$ cat src/design/assert_macros.svh
// assertion macros used by the top level rtl file
`ifndef ASSERT_MACROS_SVH
`define ASSERT_MACROS_SVH

`ifndef SYNTHESIS

`define ASSERT_ALWAYS(lbl, clk, rst, prop, msg) \
  lbl: assert property (@(posedge clk) disable iff (rst) (prop)) else $error(msg);

`define ASSERT_NEXT(lbl, clk, rst, pre, post, msg) \
  lbl: assert property (@(posedge clk) disable iff (rst) (pre) |=> (post)) else $error(msg);

`else

`define ASSERT_ALWAYS(lbl, clk, rst, prop, msg)

`define ASSERT_NEXT(lbl, clk, rst, pre, post, msg)

`endif

`endif

$ cat src/design/srarq_pkg.sv
// types, constants and helpers of the selective repeat arq controller
package srarq_pkg;

  localparam int WINDOW       = 16;
  localparam int SEQ_COUNT    = 32;
  localparam int PACKET_BYTES = 256;

  localparam int SEQ_W  = $clog2(SEQ_COUNT);
  localparam int SLOT_W = $clog2(WINDOW);
  localparam int CNT_W  = $clog2(WINDOW + 1);
  localparam int LEN_W  = 9;
  localparam int REQ_W  = 3;
  localparam int KIND_W = 2;
  localparam int ACT_W  = 3;

  localparam int IN_TDATA_W  = 24;
  localparam int IN_TUSER_W  = REQ_W + KIND_W;
  localparam int OUT_TDATA_W = 24;
  localparam int OUT_TUSER_W = ACT_W;

  localparam int MIN_FRAME_LEN = 5;
  localparam int HEADER_BYTES  = 7;

  localparam logic [REQ_W-1:0] REQ_NET     = 3'd0;
  localparam logic [REQ_W-1:0] REQ_PHYS    = 3'd1;
  localparam logic [REQ_W-1:0] REQ_FRAME   = 3'd2;
  localparam logic [REQ_W-1:0] REQ_ACK_TO  = 3'd3;
  localparam logic [REQ_W-1:0] REQ_DATA_TO = 3'd4;

  localparam logic [KIND_W-1:0] KIND_DATA  = 2'd0;
  localparam logic [KIND_W-1:0] KIND_ACK   = 2'd1;
  localparam logic [KIND_W-1:0] KIND_NAK   = 2'd2;
  localparam logic [KIND_W-1:0] KIND_OTHER = 2'd3;

  localparam logic [ACT_W-1:0] ACT_SEND      = 3'd0;
  localparam logic [ACT_W-1:0] ACT_ACK       = 3'd1;
  localparam logic [ACT_W-1:0] ACT_NAK       = 3'd2;
  localparam logic [ACT_W-1:0] ACT_ACK_TIMER = 3'd3;
  localparam logic [ACT_W-1:0] ACT_DELIVER   = 3'd4;
  localparam logic [ACT_W-1:0] ACT_STOP      = 3'd5;
  localparam logic [ACT_W-1:0] ACT_STATUS    = 3'd6;

  localparam int EMIT_KINDS = 9;

  typedef struct packed {
    logic [REQ_W-1:0]  req_type;
    logic [LEN_W-1:0]  frame_len;
    logic              crc_ok;
    logic [KIND_W-1:0] rx_kind;
    logic [SEQ_W-1:0]  rx_seq;
    logic [SEQ_W-1:0]  rx_ack;
    logic [SLOT_W-1:0] timer_slot;
  } in_t;

  typedef struct packed {
    logic [ACT_W-1:0]  action;
    logic [SEQ_W-1:0]  seq_out;
    logic [SEQ_W-1:0]  ack_out;
    logic [SLOT_W-1:0] slot;
    logic [LEN_W-1:0]  deliver_len;
    logic              net_enable;
    logic              last;
  } item_t;

  typedef struct packed {
    logic load;
    logic phys_set;
    logic mark;
    logic send_new;
    logic send_timeout;
    logic send_ack;
    logic send_nak;
    logic ack_tmr;
    logic deliver;
    logic send_resend;
    logic release_slot;
    logic status;
  } cmd_t;

  typedef struct packed {
    logic              emit_ok;
    logic [REQ_W-1:0]  req;
    logic [KIND_W-1:0] kind;
    logic              bad_frame;
    logic              window_free;
    logic              nak_allowed;
    logic              seq_is_exp;
    logic              accept_arrival;
    logic              head_arrived;
    logic              resend_ok;
    logic              release_ok;
  } sts_t;

  // b lies in [a, c) modulo the sequence space
  function automatic logic in_window(logic [SEQ_W-1:0] a, logic [SEQ_W-1:0] b,
                                     logic [SEQ_W-1:0] c);
    return ((a <= b) && (b < c)) || ((c < a) && (a <= b)) || ((b < c) && (c < a));
  endfunction

  function automatic logic [EMIT_KINDS-1:0] cmd_emit_vec(cmd_t c);
    return {c.send_new, c.send_timeout, c.send_ack, c.send_nak, c.ack_tmr,
            c.deliver, c.send_resend, c.release_slot, c.status};
  endfunction

endpackage

$ cat src/design/srarq_ctrl.sv
// sequencer of the arq controller: walks one event through its command steps
module srarq_ctrl
  import srarq_pkg::*;
(
  input  logic clk,
  input  logic rst,
  input  logic in_valid,
  output logic in_ready,
  input  sts_t sts,
  output cmd_t cmd
);

  typedef enum logic [5:0] {
    ST_IDLE    = 6'b000001,
    ST_EVENT   = 6'b000010,
    ST_DELIVER = 6'b000100,
    ST_RESEND  = 6'b001000,
    ST_RELEASE = 6'b010000,
    ST_STATUS  = 6'b100000
  } state_t;

  state_t state;
  state_t state_next;

  assign in_ready = (state == ST_IDLE);

  always_comb begin
    cmd        = '0;
    state_next = state;
    unique case (state)
      ST_IDLE: begin
        if (in_valid) begin
          cmd.load   = 1'b1;
          state_next = ST_EVENT;
        end
      end
      ST_EVENT: begin
        if (sts.emit_ok) begin
          state_next = ST_STATUS;
          unique case (sts.req)
            REQ_NET:     cmd.send_new = sts.window_free;
            REQ_PHYS:    cmd.phys_set = 1'b1;
            REQ_ACK_TO:  cmd.send_ack = 1'b1;
            REQ_DATA_TO: cmd.send_timeout = 1'b1;
            REQ_FRAME: begin
              if (sts.bad_frame) begin
                cmd.send_nak = sts.nak_allowed;
              end else begin
                unique case (sts.kind)
                  KIND_DATA: begin
                    if (!sts.seq_is_exp && sts.nak_allowed) begin
                      cmd.send_nak = 1'b1;
                    end else begin
                      cmd.ack_tmr = 1'b1;
                    end
                    cmd.mark   = sts.accept_arrival;
                    state_next = sts.accept_arrival ? ST_DELIVER : ST_RELEASE;
                  end
                  KIND_NAK:   state_next = ST_RESEND;
                  KIND_ACK,
                  KIND_OTHER: state_next = ST_RELEASE;
                  default:    state_next = ST_RELEASE;
                endcase
              end
            end
            default: ;
          endcase
        end
      end
      ST_DELIVER: begin
        if (sts.emit_ok) begin
          if (sts.head_arrived) begin
            cmd.deliver = 1'b1;
          end else begin
            state_next = ST_RELEASE;
          end
        end
      end
      ST_RESEND: begin
        if (sts.emit_ok) begin
          cmd.send_resend = sts.resend_ok;
          state_next      = ST_RELEASE;
        end
      end
      ST_RELEASE: begin
        if (sts.emit_ok) begin
          if (sts.release_ok) begin
            cmd.release_slot = 1'b1;
          end else begin
            state_next = ST_STATUS;
          end
        end
      end
      ST_STATUS: begin
        if (sts.emit_ok) begin
          cmd.status = 1'b1;
          state_next = ST_IDLE;
        end
      end
      default: state_next = ST_IDLE;
    endcase
  end

  always_ff @(posedge clk) begin
    if (rst) begin
      state <= ST_IDLE;
    end else begin
      state <= state_next;
    end
  end

endmodule

$ cat src/design/srarq_dp.sv
// datapath of the arq controller: window pointers, arrival map, output register
module srarq_dp
  import srarq_pkg::*;
(
  input  logic  clk,
  input  logic  rst,
  input  in_t   in_item,
  input  cmd_t  cmd,
  output sts_t  sts,
  output logic  out_valid,
  input  logic  out_ready,
  output item_t out_item
);

  in_t               ev;
  logic [SEQ_W-1:0]  next_send_seq, next_send_seq_next;
  logic [SEQ_W-1:0]  expected_seq, expected_seq_next;
  logic [SEQ_W-1:0]  oldest_unacked, oldest_unacked_next;
  logic [SEQ_W-1:0]  window_upper, window_upper_next;
  logic [CNT_W-1:0]  outstanding_count, outstanding_count_next;
  logic              phys_ready_flag, phys_ready_flag_next;
  logic              nak_allowed, nak_allowed_next;
  logic [WINDOW-1:0] arrived_map, arrived_map_next;

  logic              emit;
  logic              any_send;
  logic              emit_ok;
  item_t             item;
  logic [SEQ_W-1:0]  ack_value;
  logic [SEQ_W-1:0]  resend_seq;
  logic [SEQ_W-1:0]  timer_seq;
  logic [SEQ_W-1:0]  timeout_seq;
  logic [LEN_W-1:0]  dlen;
  logic [LEN_W-1:0]  dlen_raw;

  assign emit     = |cmd_emit_vec(cmd);
  assign any_send = cmd.send_new | cmd.send_timeout | cmd.send_ack | cmd.send_nak |
                    cmd.send_resend;
  assign emit_ok  = !out_valid || out_ready;

  assign ack_value   = expected_seq - SEQ_W'(1);
  assign resend_seq  = ev.rx_ack + SEQ_W'(1);
  assign timer_seq   = SEQ_W'(ev.timer_slot);
  assign timeout_seq = in_window(oldest_unacked, timer_seq, next_send_seq) ?
                       timer_seq : timer_seq + SEQ_W'(WINDOW);

  assign dlen_raw = ev.frame_len - LEN_W'(HEADER_BYTES);
  always_comb begin
    if (ev.frame_len < LEN_W'(HEADER_BYTES)) begin
      dlen = '0;
    end else if (dlen_raw > LEN_W'(PACKET_BYTES)) begin
      dlen = LEN_W'(PACKET_BYTES);
    end else begin
      dlen = dlen_raw;
    end
  end

  always_comb begin
    sts.emit_ok        = emit_ok;
    sts.req            = ev.req_type;
    sts.kind           = ev.rx_kind;
    sts.bad_frame      = !ev.crc_ok || (ev.frame_len < LEN_W'(MIN_FRAME_LEN));
    sts.window_free    = outstanding_count < CNT_W'(WINDOW);
    sts.nak_allowed    = nak_allowed;
    sts.seq_is_exp     = ev.rx_seq == expected_seq;
    sts.accept_arrival = in_window(expected_seq, ev.rx_seq, window_upper) &&
                         !arrived_map[ev.rx_seq[SLOT_W-1:0]];
    sts.head_arrived   = arrived_map[expected_seq[SLOT_W-1:0]];
    sts.resend_ok      = in_window(oldest_unacked, resend_seq, next_send_seq);
    sts.release_ok     = in_window(oldest_unacked, ev.rx_ack, next_send_seq);
  end

  always_comb begin
    item = '0;
    priority if (cmd.send_new) begin
      item.action  = ACT_SEND;
      item.seq_out = next_send_seq;
      item.ack_out = ack_value;
      item.slot    = next_send_seq[SLOT_W-1:0];
    end else if (cmd.send_timeout) begin
      item.action  = ACT_SEND;
      item.seq_out = timeout_seq;
      item.ack_out = ack_value;
      item.slot    = timeout_seq[SLOT_W-1:0];
    end else if (cmd.send_resend) begin
      item.action  = ACT_SEND;
      item.seq_out = resend_seq;
      item.ack_out = ack_value;
      item.slot    = resend_seq[SLOT_W-1:0];
    end else if (cmd.send_ack) begin
      item.action  = ACT_ACK;
      item.ack_out = ack_value;
    end else if (cmd.send_nak) begin
      item.action  = ACT_NAK;
      item.ack_out = ack_value;
    end else if (cmd.ack_tmr) begin
      item.action = ACT_ACK_TIMER;
    end else if (cmd.deliver) begin
      item.action      = ACT_DELIVER;
      item.slot        = expected_seq[SLOT_W-1:0];
      item.deliver_len = dlen;
    end else if (cmd.release_slot) begin
      item.action = ACT_STOP;
      item.slot   = oldest_unacked[SLOT_W-1:0];
    end else begin
      item.action     = ACT_STATUS;
      item.net_enable = (outstanding_count < CNT_W'(WINDOW)) && phys_ready_flag;
      item.last       = 1'b1;
    end
  end

  always_comb begin
    next_send_seq_next     = next_send_seq;
    expected_seq_next      = expected_seq;
    oldest_unacked_next    = oldest_unacked;
    window_upper_next      = window_upper;
    outstanding_count_next = outstanding_count;
    phys_ready_flag_next   = phys_ready_flag;
    nak_allowed_next       = nak_allowed;
    arrived_map_next       = arrived_map;

    if (cmd.phys_set) begin
      phys_ready_flag_next = 1'b1;
    end
    if (any_send) begin
      phys_ready_flag_next = 1'b0;
    end
    if (cmd.send_new) begin
      outstanding_count_next = outstanding_count + CNT_W'(1);
      next_send_seq_next     = next_send_seq + SEQ_W'(1);
    end
    if (cmd.send_nak) begin
      nak_allowed_next = 1'b0;
    end
    if (cmd.mark) begin
      arrived_map_next[ev.rx_seq[SLOT_W-1:0]] = 1'b1;
    end
    if (cmd.deliver) begin
      arrived_map_next[expected_seq[SLOT_W-1:0]] = 1'b0;
      nak_allowed_next  = 1'b1;
      expected_seq_next = expected_seq + SEQ_W'(1);
      window_upper_next = window_upper + SEQ_W'(1);
    end
    if (cmd.release_slot) begin
      if (outstanding_count != '0) begin
        outstanding_count_next = outstanding_count - CNT_W'(1);
      end
      oldest_unacked_next = oldest_unacked + SEQ_W'(1);
    end
  end

  always_ff @(posedge clk) begin
    if (rst) begin
      next_send_seq     <= '0;
      expected_seq      <= '0;
      oldest_unacked    <= '0;
      window_upper      <= SEQ_W'(WINDOW % SEQ_COUNT);
      outstanding_count <= '0;
      phys_ready_flag   <= 1'b0;
      nak_allowed       <= 1'b1;
      arrived_map       <= '0;
      out_valid         <= 1'b0;
    end else begin
      next_send_seq     <= next_send_seq_next;
      expected_seq      <= expected_seq_next;
      oldest_unacked    <= oldest_unacked_next;
      window_upper      <= window_upper_next;
      outstanding_count <= outstanding_count_next;
      phys_ready_flag   <= phys_ready_flag_next;
      nak_allowed       <= nak_allowed_next;
      arrived_map       <= arrived_map_next;
      if (emit) begin
        out_valid <= 1'b1;
      end else if (out_ready) begin
        out_valid <= 1'b0;
      end
    end
  end

  always_ff @(posedge clk) begin
    if (cmd.load) begin
      ev <= in_item;
    end
    if (emit) begin
      out_item <= item;
    end
  end

endmodule

$ cat src/design/selective_repeat_arq_controller.sv
// top level of the selective repeat arq controller
//
//   channel  dir  tdata fields (low to high)                          tuser               tlast
//   s_*      in   frame_len crc_ok rx_seq rx_ack timer_slot           req_type rx_kind    -
//   m_*      out  seq_out ack_out slot deliver_len net_enable         action              last
//
// an event: accept, dispatch, for an accepted data frame a delivery per slot plus a check,
// for a nak a resend, for a good frame a release per acked slot plus a check, the status item.
// the sequencer emits at most one item per cycle into a single output register.
// rst is synchronous and clears counters, the arrival map and all pointers but window_upper.
// a stalled output register holds the sequencer; input is taken only between events.
module selective_repeat_arq_controller
  import srarq_pkg::*;
(
  input  logic                   clk,
  input  logic                   rst,
  input  logic                   s_tvalid,
  output logic                   s_tready,
  // frame_len, crc_ok, rx_seq, rx_ack, timer_slot
  input  logic [IN_TDATA_W-1:0]  s_tdata,
  // req_type, rx_kind
  input  logic [IN_TUSER_W-1:0]  s_tuser,
  output logic                   m_tvalid,
  input  logic                   m_tready,
  // seq_out, ack_out, slot, deliver_len, net_enable
  output logic [OUT_TDATA_W-1:0] m_tdata,
  // action
  output logic [OUT_TUSER_W-1:0] m_tuser,
  output logic                   m_tlast
);

`include "assert_macros.svh"

  in_t   in_item;
  cmd_t  cmd;
  sts_t  sts;
  item_t out_item;
  logic  [EMIT_KINDS-1:0] emit_vec;
  logic  emit_any;

  assign in_item.req_type   = s_tuser[REQ_W-1:0];
  assign in_item.rx_kind    = s_tuser[REQ_W +: KIND_W];
  assign in_item.frame_len  = s_tdata[LEN_W-1:0];
  assign in_item.crc_ok     = s_tdata[LEN_W];
  assign in_item.rx_seq     = s_tdata[LEN_W+1 +: SEQ_W];
  assign in_item.rx_ack     = s_tdata[LEN_W+1+SEQ_W +: SEQ_W];
  assign in_item.timer_slot = s_tdata[LEN_W+1+2*SEQ_W +: SLOT_W];

  srarq_ctrl u_ctrl (
    .clk      (clk),
    .rst      (rst),
    .in_valid (s_tvalid),
    .in_ready (s_tready),
    .sts      (sts),
    .cmd      (cmd)
  );

  srarq_dp u_dp (
    .clk       (clk),
    .rst       (rst),
    .in_item   (in_item),
    .cmd       (cmd),
    .sts       (sts),
    .out_valid (m_tvalid),
    .out_ready (m_tready),
    .out_item  (out_item)
  );

  assign m_tuser = out_item.action;
  assign m_tlast = out_item.last;
  assign m_tdata = {out_item.net_enable, out_item.deliver_len, out_item.slot,
                    out_item.ack_out, out_item.seq_out};

  assign emit_vec = cmd_emit_vec(cmd);
  assign emit_any = |emit_vec;

  `ASSERT_ALWAYS(a_one_emit, clk, rst, $onehot0(emit_vec), "two items in one cycle")
  `ASSERT_ALWAYS(a_emit_room, clk, rst, !(emit_any && !sts.emit_ok), "item into full register")
  `ASSERT_NEXT(a_busy_after_accept, clk, rst, s_tvalid && s_tready, !s_tready, "input mid event")
  `ASSERT_ALWAYS(a_last_is_status, clk, rst, !m_tvalid || (m_tlast == (m_tuser == ACT_STATUS)), "last")

endmodule

$ cat config.mk
export PLATFORM = sky130hd
export DESIGN_NAME = selective_repeat_arq_controller
export DESIGN_NICKNAME = d
export VERILOG_FILES = /design/src/design/srarq_pkg.sv /design/src/design/srarq_ctrl.sv /design/src/design/srarq_dp.sv /design/src/design/selective_repeat_arq_controller.sv
export VERILOG_INCLUDE_DIRS = /design/src /design/src/design
export SDC_FILE = /design/constraint.sdc
export NUM_CORES = 1
export LEC_CHECK = 0
export ABC_AREA = 1
export ABC_CLOCK_PERIOD_IN_PS = 8000
export BUFFER_PORTS_ARGS = -buffer_cell sky130_fd_sc_hd__clkbuf_2
export CORE_MARGIN = 2
export CORE_UTILIZATION = 41
export CTS_BUF_LIST = sky130_fd_sc_hd__clkbuf_16
export DETAILED_ROUTE_END_ITERATION = 6
export GPL_TIMING_DRIVEN = 0
export PLACE_DENSITY = 0.68
export SLEW_MARGIN = 20
export SYNTH_ARGS = -nofsm -noshare
export SYNTH_HDL_FRONTEND = slang
export SYNTH_HIERARCHICAL = 1
export SYNTH_SLANG_ARGS = --single-unit
export TNS_END_PERCENT = 50
$ cat constraint.sdc
create_clock -name clk -period 8 [get_ports clk]
set_input_delay 1.2 -clock clk [delete_from_list [all_inputs] [get_ports clk]]
set_output_delay 1.2 -clock clk [all_outputs]
set_load 0.02 [all_outputs]
======== Word level (Yosys, flattened, before mapping) ========
Index checks and enable logic that the tools add are counted.
operators by class
  add/sub/neg operators ................... 10
  $lt $le $gt $ge ......................... 18
  equality and inequality tests ........... 22
  muxes and demuxes ....................... 77
  bitwise operators ....................... 8
  reduce and logical (&&, ||, !) cells .... 47
operator list
  kind                 number
  $mux 6               10
  $mux 15              3
  $mux 5               8
  $mux 9               4
  $pmux 6 s6           1
  $mux 16              2
  $add 5x1->5 const B  6
  $mux 1               29
  $mux 14              2
  $lt 5x5->1           5
  $lt 9x3->1 const B   2
  $pmux 6 s3           1
  $reduce_or 9->1      2
  $logic_and 1x1->1    17
  $and 16x16->16       1
  $not 16->16          1
  $or 16x16->16        1
  $reduce_or 8->1      2
  $le 5x5->1           3
  $mux 7               2
  $mux 2               6
  $logic_or 1x1->1     10
  $lt 4x5->1 const B   2
  $ne 2x1->1 const B   5
  38 further kinds     57
word-level totals
  register bits after elaboration ......... 107
  input port bits ......................... 33
  output and inout port bits .............. 30
  word-level logic and storage cells ...... 209

======== Longest topological paths before layout ========
  word-level depth ........................ 16
  gate-level depth with buffers ........... 22
  mapped depth without buffers ............ 22

======== Hierarchy ========
The synthesis kept the hierarchy.
by module, submodules not included
  module      instances  cells an instance  area each (um^2)  sequential area each (um^2)
  srarq_dp    1          674                5701.7            2592.5
  srarq_ctrl  1          107                640.6             120.1

======== Worst setup path before layout ========
OpenSTA, ideal clock, no wires.
  kind .................................... in2reg
  start point ............................. in m_tready
  end point ............................... reg, netlist name u_dp/out_item[0]
  library setup time ...................... 0.383 ns
  data arrival time ....................... 2.848 ns
  data required time ...................... 7.617 ns
  setup slack ............................. 4.769 ns
  cell stages on the path ................. 12
  path buffers ............................ 2
  cells stage by stage .................... inv_1 nand2_1 buf_4 nand2_1 nor4b_1 buf_6 nor2_4 inv_2 nor2_4 inv_2 nor3_1 inv_1
RTL lines
  what                line                                   source
  start: declaration  selective_repeat_arq_controller.sv:24  input logic m_tready,

==> impl_metrics.tcl <==
set metrics [dict create \
    status "complete, no violations" \
    yosys.area.top_type "edfxtp_1" \
    first_global_vias 4991 \
    avgSynthCellArea_um2 8.12 \
    hold_class "register to register" \
    finish.utilization 0.476 \
    fp.dieW_um 128 \
    yosys.area_share.simple 0.229 \
    drtIter0Drc 472 \
    clk-insertion-delay-late_ns 0.35 \
    hold_slack_ns 0.468 \
    htree_levels 3 \
    skew_ns 0.00630 \
    maxSlewHeadroom 0.308 \
    worstMarginPinSlew_ns 1.03 \
    period_needed_ns 4.21 \
    cts.repair.resized 0 \
    synthArstFlopShare 0 \
    clockPowerShare 0.259 \
    power.internal_w 0.00109 \
    final_antenna_net_count 0 \
    n_antenna_cell 0 \
    drt_wl_total_um 15000 \
    routabilityCongestion 0.908 \
    initial_core_util 0.419 \
    power.share.combinational 0.300 \
    synthCells 781 \
    grt_max_degree 29 \
    design_area_um2 7210 \
    r2r_cells 18 \
    path_max_fanout 28 \
    io_buffers 62 \
    routed_via_density 5.21 \
    clk_pin_slew_worst_paths_ns 0.07 \
    core_um2 15100 \
    grt_use_total 0.188 \
    arrival_ns 3.99 \
    cp-end-kind "register" \
    drv_slew 0 \
    pwr-share-seq 0.441 \
    worstSetupPathType "register to register" \
    synth_fp_nets 865 \
    antenna_found_initial 0 \
    ys_top_cells_by_area "edfxtp_1, dfxtp_1, ha_1" \
    tns_ns 0 \
    synth-seq-area-share 0.428 \
    synth_compound_area_frac 0.140 \
    drive_gt1_frac 0.140 \
    post_drt_wl_per_cell_um 14.3 \
    r2r_slack_ns 3.79 \
    yosys-mux-area-fraction 0 \
    ys.flop_type "edfxtp_1" \
    post_cts_buffers 0 \
    yosys_warnings 6 \
    syn_area_um2 6340 \
    numCtsBuffers 9 \
    drtPass1Iterations 5 \
    crit_start "u_dp/ev[4]$_DFFE_PP_" \
    grt-ovfl-total 0 \
    yosysUniqueCellTypes 49 \
    placed_area_um2 6920 \
    power_switching_share 0.354 \
    critPathCapture "u_dp/out_item[4]$_SDFFCE_PP0P_" \
    synth_top_family_by_area "simple AND/OR/NAND/NOR gates" \
    p_leak_nw 3.36 \
    cts_hold_buf 0 \
    synth_top_cell_area_share 0.270 \
    die_height_um 128 \
    area_growth_pct 13.7 \
    post-route-period-util 0.526 \
    die-area_um2 16500 \
    rows 45 \
    hold_violations 0 \
    rsz0062_at_grt "false" \
    powerDensity_nw_per_um2 233 \
    num_vias 5461 \
    crit_path_start_kind "register" \
    root_buffer "clkbuf_16" \
    ir_worst_vdd_mv 0.157 \
    grt_pass1_wl_um 24100 \
    ys_seq_elements 107 \
    yosys.area_share.adder 0.101 \
    drc 0 \
    setup_slack_ns 3.79 \
    nNetsFinal 939 \
    synth_edf_count 57 \
    synthXorXnorAreaFrac 0.00967 \
    place_ws_ns 4.12 \
    cts_buffer_depth 2 \
    post-dp-hpwl_um 11500 \
    drv_cap 0 \
    ioPinCount 63 \
    r2r-start "u_dp/ev[4]$_DFFE_PP_" \
    r2r-end "u_dp/out_item[4]$_SDFFCE_PP0P_" \
    cts_tree "yes" \
    setup-violations-final 0 \
    p_sw_w 0.000595 \
    worstPathRequired_ns 7.79 \
    clkSinkCount 107 \
    max_freq_ghz 0.238 \
]
-- worst min-delay path by stage --
stage,end,cells past startpoint,slack (ns),start
5_1_grt,u_dp/nak_allowed$_SDFFE_PP1P_,2,0.50,u_dp/nak_allowed$_SDFFE_PP1P_
3_3_place_gp,u_dp/nak_allowed$_SDFFE_PP1P_,2,0.44,u_dp/nak_allowed$_SDFFE_PP1P_
3_5_place_dp,u_dp/nak_allowed$_SDFFE_PP1P_,2,0.45,u_dp/nak_allowed$_SDFFE_PP1P_
2_1_floorplan,u_dp/nak_allowed$_SDFFE_PP1P_,2,0.43,u_dp/nak_allowed$_SDFFE_PP1P_
4_1_cts,u_dp/nak_allowed$_SDFFE_PP1P_,2,0.47,u_dp/nak_allowed$_SDFFE_PP1P_
6_report,u_dp/nak_allowed$_SDFFE_PP1P_,2,0.47,u_dp/nak_allowed$_SDFFE_PP1P_
-- power by group through the flow --
| stage | registers, W | logic (W) | clock network [W] |
|---|---|---|---|
| finish | 0.000741 | 0.000504 | 0.000436 |
| global route | 0.000752 | 0.000569 | 0.000472 |
| global placement | 0.000756 | 0.000474 | 0 |
| CTS | 0.000741 | 0.000504 | 0.000445 |
| floorplan | 0.000764 | 0.000334 | 0 |
| detailed placement | 0.000752 | 0.000501 | 0 |
-- final cells by class --
| cell class | instances | area, um^2 |
|---|---|---|
| repair buffers | 63 | 338 |
| clock inverters | 7 | 61.3 |
| clock buffers | 9 | 225 |
| inverters | 123 | 462 |
| plain buffers | 20 | 125 |
| flip-flops and latches | 107 | 2710 |
| multi-input cells | 531 | 3050 |
| fillers | 1469 | 7940 |
| well taps | 188 | 235 |
-- sequential cells by signal, indices dropped and copies added (netlist names) --
register / cells
u_dp/next_send_seq: 5
u_dp/oldest_unacked: 5
u_dp/phys_ready_flag: 1
u_dp/nak_allowed: 1
u_dp/expected_seq: 5
u_dp/window_upper: 5
u_dp/outstanding_count: 5
u_dp/out_item: 28
u_dp/arrived_map: 16
u_dp/ev: 24
u_ctrl/state: 6
u_dp/sts: 5
u_dp/out_valid: 1
-- placed cells by master, fill, tap and decap left out, types with 7 or more instances in the layout --
cell and instances:
dfxtp_1 50, nand3_1 36, clkbuf_16 9, edfxtp_1 57, inv_1 119, nor2_4 8
nand2_1 118, ha_1 51, clkbuf_2 63, nor2_1 96, buf_4 9, nor3_1 14
o21ai_0 52, nor4_1 7, a21oi_1 60, a22oi_1 11, nand4_1 18
-- synthesized netlist by cell type (2+ instances only) --
cell      number
nor3_2         2
nor3_1        14
a31oi_1        5
or2_2          3
a21o_1         2
nor2_2         2
o21ai_0       52
o21a_1         2
o211ai_1       2
inv_2          4
nand4_2        2
o21bai_1       2
buf_4          9
dfxtp_1       50
o22ai_1        5
inv_1        118
a21oi_1       60
nand2_1      118
nand4_1       18
edfxtp_1      57
nand2_2        4
a211oi_1       6
o21ai_1        2
buf_2          6
clkbuf_1       3
nor2_1        97
a22oi_1       11
nand3_1       36
nor4_1         7
nor2_4         7
a221oi_1       2
xor2_1         6
ha_1          51
-- through the flow --
| step | std cells | power [W] |
|---|---|---|
| floorplan | 781 | 0.00110 |
| global route | 1048 | 0.00179 |
| CTS | 1048 | 0.00169 |
| global placement | 1031 | 0.00123 |
| finish | 1048 | 0.00168 |
| detailed placement | 1032 | 0.00125 |
-- routing by layer --
metal	vias to the layer above	GRT usage	share of wire
li1	2792	-	-
met1	2464	0.257	0.48
met2	173	0.293	0.44
met3	32	0.0299	0.052
met4	0	0.0847	0.031
met5	-	0	0
-- critical path: stages (launching register included) --
cell,delay (ns)
edfxtp_1,0.52
ha_1,0.37
ha_1,0.27
a21boi_0,0.17
o21ai_0,0.09
nand3_1,0.09
nand3_1,0.11
nand2_1,0.08
nand2_1,0.04
nand2_1,0.06
nand2_1,0.07
nand2_1,0.07
nor2_1,0.05
nor2_1,0.10
nand3_1,0.11
nor2_4,0.16
inv_2,0.09
nor3_1,0.28
clkinv_1,0.90
-- logic make-up after synthesis --
kind of cell,after synthesis
AND/OR/NAND/NOR,316
AO/OA/AOI/OAI,157
buffers and inverters,143
flip-flops,107
adder cells (fa/ha/maj),51
XOR/XNOR,7
Power figures use the tool's default switching activity.
